[src/rtl/core/pocc_pkg.sv]
// ----------------------------------------------------------------------------
// pocc_pkg: shared types and constants for the origin containment check
// Fixed widths, result field positions and the per-edge flag bundles.
// ----------------------------------------------------------------------------
package pocc_pkg;

   localparam int AREA_BITS  = 50;
   localparam int RSP_DATA_W = 8;

   // result bit positions inside rsp_tdata
   localparam int RSP_COUNT_OK_BIT  = 0;
   localparam int RSP_AREA_NZ_BIT   = 1;
   localparam int RSP_CONTAINS_BIT  = 2;
   localparam int RSP_ENVELOPE_BIT  = 3;

   localparam logic [1:0] COUNT_MAX = 2'd3;

   // endpoint geometry of one edge a->b, taken before the multiplies settle
   typedef struct packed {
      logic a_up;    // a.y > 0
      logic b_up;    // b.y > 0
      logic rising;  // b.y > a.y
   } edge_geom_type;

   // outcome of one edge against the origin
   typedef struct packed {
      logic on_edge;   // origin lies on the segment
      logic crossing;  // edge crosses the +x ray
   } edge_flag_type;

endpackage

[src/rtl/core/pocc_edge_class.sv]
// ----------------------------------------------------------------------------
// pocc_edge_class: classify one edge from its registered products
// Forms the cross term, the on-edge test and the ray crossing for one edge.
// ----------------------------------------------------------------------------
module pocc_edge_class #(
   parameter int PROD_W = 32
) (
   input  logic signed [PROD_W-1:0]          p1,
   input  logic signed [PROD_W-1:0]          p2,
   input  logic signed [PROD_W-1:0]          d1,
   input  logic signed [PROD_W-1:0]          d2,
   input  pocc_pkg::edge_geom_type           geom,
   output logic signed [pocc_pkg::AREA_BITS-1:0] term,
   output pocc_pkg::edge_flag_type           flag
);
   import pocc_pkg::*;

   localparam int DIFF_W = PROD_W + 1;

   logic signed [DIFF_W-1:0] cross_val;
   logic signed [DIFF_W-1:0] dot;
   logic                     cross_zero;
   logic                     cross_pos;

   assign cross_val  = DIFF_W'(p1) - DIFF_W'(p2);
   assign dot        = DIFF_W'(d1) + DIFF_W'(d2);
   assign cross_zero = (cross_val == '0);
   assign cross_pos  = !cross_val[DIFF_W-1] && !cross_zero;

   // area wraps modulo 2^AREA_BITS, so extend or truncate the term
   assign term = AREA_BITS'(cross_val);

   assign flag.on_edge  = cross_zero && (dot[DIFF_W-1] || (dot == '0));
   assign flag.crossing = (geom.a_up != geom.b_up) && !cross_zero
                          && (cross_pos == geom.rising);

endmodule

[config.mk]
export PLATFORM = sky130hd
export DESIGN_NAME = pocc_edge_class
export DESIGN_NICKNAME = d
export VERILOG_FILES = /design/src/rtl/core/pocc_pkg.sv /design/src/rtl/core/pocc_edge_class.sv
export SDC_FILE = /design/constraint.sdc
export NUM_CORES = 1
export LEC_CHECK = 0
export BUFFER_PORTS_ARGS = -buffer_cell sky130_fd_sc_hd__buf_2
export CAP_MARGIN = 20
export CORE_MARGIN = 3
export CORE_UTILIZATION = 45
export DETAILED_ROUTE_END_ITERATION = 16
export PLACE_DENSITY = 0.78
export RECOVER_POWER = 25
export SETUP_SLACK_MARGIN = 0.02
export SLEW_MARGIN = 10
export SYNTH_ARGS = -nofsm -noshare
export SYNTH_HDL_FRONTEND = slang
export SYNTH_SLANG_ARGS = --single-unit
[constraint.sdc]
create_clock -name vclk -period 3.2
set_clock_uncertainty 0.1 [all_clocks]
set_input_delay 0.16 -clock vclk [all_inputs]
set_output_delay 0.16 -clock vclk [all_outputs]
set_load 0.1 [all_outputs]
# == Word-level counts from Yosys, hierarchy flattened ==
# Index checks and enable logic that the tools add are counted.
# totals
output_inout_bits,52
regBits,0
# classes
addsub,2
reduce_logical,9
eq_ne,2
# ops
op,count
$logic_not 33->1,2
$add 32x32->33,1
$sub 32x32->33,1
$logic_and 1x1->1,4
$logic_not 1->1,2
$eq 1x1->1,1
$logic_or 1x1->1,1
$ne 1x1->1,1

# == Logic depth before layout (Yosys ltp) ==
# depth
ltp_word,6
depth_mapped,14

# == Worst setup path before layout ==
# OpenSTA, ideal clock, no wires.
# synth_path
path_kind,input -> output
startpoint,in p1[0]
endpoint,out flag[0] (netlist bit)
cell_stages,14
n_path_buf,0
arrival_ns,6.214
path_slack_ns,-3.274
path_cell_list,inv_1 ha_1 fa_1 nand2b_1 a211oi_2 o21ai_1 a211oi_4 nor4_1 a311oi_1 nor2_1 nand4_1 or4_1 nor4b_2 a21oi_1
# synth_lines
element,line,text
start: declaration,pocc_edge_class.sv:8,"input logic signed [PROD_W-1:0] p1,"
end: declaration,pocc_edge_class.sv:14,output pocc_pkg::edge_flag_type flag

==> results.md <==
* Outcome: finished, violations left
* Failing checks: negative setup slack
* Setup slack after layout at -0.806 ns
* Cells after synthesis at 653
* Filler instances at around 580
* Synthesized area at roughly 0.0043 mm^2
* Post-Syn Area per Cell at between 6 and 7 um^2
* Placed cell area at about 0.0074 mm^2
* Max-slew violations at 0
* GRT overflow at 0
* Area grow syn2layout at 76.9%
* I/O pin count at 183
* PortBufs at 183
* Sequential cell count at 0
* Crit-path max FO at 3
* Worst stage delay on the critical path at approximately 0.5 ns
* Largest net degree at the start of global routing at 20
* CP Cell Sequence: buf_8, inv_8, ha_4, fa_2, nand2b_4, a211oi_4, buf_4, o21ai_2, a211oi_4, buf_4, nor2_4, xnor2_4, a2111o_1, or4_4, nor4b_4, buf_4, a21oi_4, buf_12
* Largest cells by area after synthesis: ha_1, a21oi_1, nand2_1
* Die Area at approximately 0.011 mm^2
* Detailed Route WL at roughly 22000 um
* Compound-Gate Fraction of Synth Area at 34.8%
* N_diodes at 0
* Final Net Count at roughly 1.2k
* Startpoint types: primary input
* Largest family of logic cells by synthesized area: compound AO/OA/AOI/OAI gates
* Hold Fails Final Rpt at 0
* Multiplexer share of the synthesized area at between 1 and 1.5%
* Hold endpoint: flag[0]
* Post-synth net total at 850
* Iter 0 DRT Violations at between 500 and 600
* Simple-Gate Fraction of Synth Area at a little over a quarter
* Leakage at about 3.9 nW
* Worst hold start: geom[2]
* Crit path buf inv count at 6
* Xor/xnor share of the synthesized area at roughly 7.7%
* CTS Hold Bufs at 0
* Number of max-cap violations at 0
* Slew of the pin with the lowest slew margin at 1.21 ns
* Hold Path Depth at 5
* Area share of the largest cell type after synthesis at between 10% and 20%
* Initial Util at around 46%
* Via/cell ratio at a little over 6
* Synth unique cells at 79
* Total track usage at about a third
* Layout cells sized above 1 at a little under half
* Antenna violation net count after detailed routing at 0
* DRC Markers at 0
* Kind of critical path: in2out
* Crit-path leading delay family: simple AND/OR/NAND/NOR gates
* RSZ-0062 raised after global routing: true
* HP Class: in2out
* Design Area, Final at ~0.0076 mm^2
* Worst path slowest cell: or4_4
* Register area at 0 um^2
* Final setup violation count at 5
* Core box area at approximately 0.0093 mm^2
* Seq/Total Area, Yosys at 0%
* Post-synth top cells: ha_1, a21oi_1, nand2_1, nor2_1, inv_1
* Highest Clock Rate at 250 MHz
* Crit path DAT at around 3.8 ns
* Std-Cell Rows at 35
* Post-synthesis adder-cell area fraction at between 10% and 20%
* Die Width at 104 um
* Critical path capture point type: output pin
* First-pass GRT wire length at 32200 um
* Slew HR at roughly a fifth
* Die H at between 100 and 150 um
* Hpwl dp at 16000 um
* Pwr Density at 377 mW/mm^2
* Area leader, netlist: ha_1
* Most frequent cell after synthesis: ha_1
* Number of vias in the routed layout at about 7k
* Antenna violations before repair at 0
* Clock buffers at 0
* Final period util at 125%
* Min Clock Period, post-route at approximately 4.0 ns
* Vias in the first global route at ~7k
* Gp weighted congestion at 1.05
* DR pass1 iterations at 7
* Most used cell, CP: buf_4
* Syn. warnings at 0
* Worst vdd ir at between 0.0004 and 0.0005 V
* Req. time, crit path at 2.94 ns
* Post-Place Setup Slack at -0.881 ns
* Routed len/inst at around 19 um
## report_power, final
part | total [W] | internal (W) | switching, W
clock network | 0 | 0 | 0
logic | 0.00288 | 0.00103 | 0.00185
registers | 0 | 0 | 0
total | 0.00288 | 0.00103 | 0.00185
## logic make-up after synthesis
| group | after synthesis |
|---|---|
| compound gates | 221 |
| mux | 5 |
| fa+ha+maj | 66 |
| simple gates | 225 |
| xor+xnor | 38 |
| buf+inv | 98 |
## cells in the final DEF, fill, tap and decap left out, types with 4 or more instances in the layout
master	instances
xor2_2	5
o22ai_1	4
a211oi_2	5
buf_6	4
xnor2_1	7
nand3b_1	4
o221ai_1	4
nand2_1	62
a31oi_1	5
or3_1	4
nand2b_1	9
buf_4	228
a21oi_1	57
o21a_1	8
nor2b_1	8
buf_12	14
o21ai_2	4
o21ai_0	31
a211oi_1	5
nor2_1	57
o21ai_1	8
clkbuf_1	8
mux2i_1	4
clkbuf_2	4
a21o_1	22
xnor2_4	5
inv_1	53
nand4_1	18
o21bai_1	8
xnor2_2	9
xor2_1	9
a21oi_2	8
buf_2	155
nor3_1	15
ha_1	63
and3_1	6
nand3_1	12
## area by class of cell
cell class | count | area (um^2) | area share [%]
inverters | 54 | 210 | 2.75
multi-input cells | 555 | 4380 | 57.4
well taps | 129 | 161 | 2.12
repair buffers | 414 | 2880 | 37.7
## stage by stage
step	hold WS [ns]	std cells	utilization [%]	total power, W	TNS (ns)
after floorplan	0.480	653	-	0.00182	-1.46
after global placement	0.766	1146	80.2	0.00267	-1.92
after detailed placement	0.773	1146	80.2	0.00273	-2.16
after CTS	0.691	1146	81.4	0.00277	-1.55
after global routing	0.721	1152	82.2	0.00300	-2.47
final	0.683	1152	82.2	0.00288	-1.88
## routing by layer
layer  vias to the layer above  track usage, %  part of all wire, %
met5                         -               0                    0
met2                       476            66.4                   50
li1                       3126               -                    -
met1                      3178            38.3                   34
met4                         0            16.9                  7.8
met3                       170            3.04                  8.2
## repair_timing
action,CTS,global route
setup endpoints to repair,6,8
buffers inserted,0,8
gates resized for setup,23,16
pin swaps,2,12
## how the worst max path moves through the flow
stage / slack (ns) / start / depth (start not counted) / endpoint
final: -0.81 / p1[0] / 18 / flag[0]
after global routing: -0.91 / p1[0] / 17 / flag[0]
after CTS: -0.82 / d1[0] / 16 / flag[1]
after detailed placement: -0.88 / d1[0] / 16 / flag[1]
after global placement: -0.90 / d1[0] / 16 / flag[1]
after floorplan: -0.73 / p1[0] / 13 / flag[1]
No activity file was read; power rests on OpenSTA's default activity.
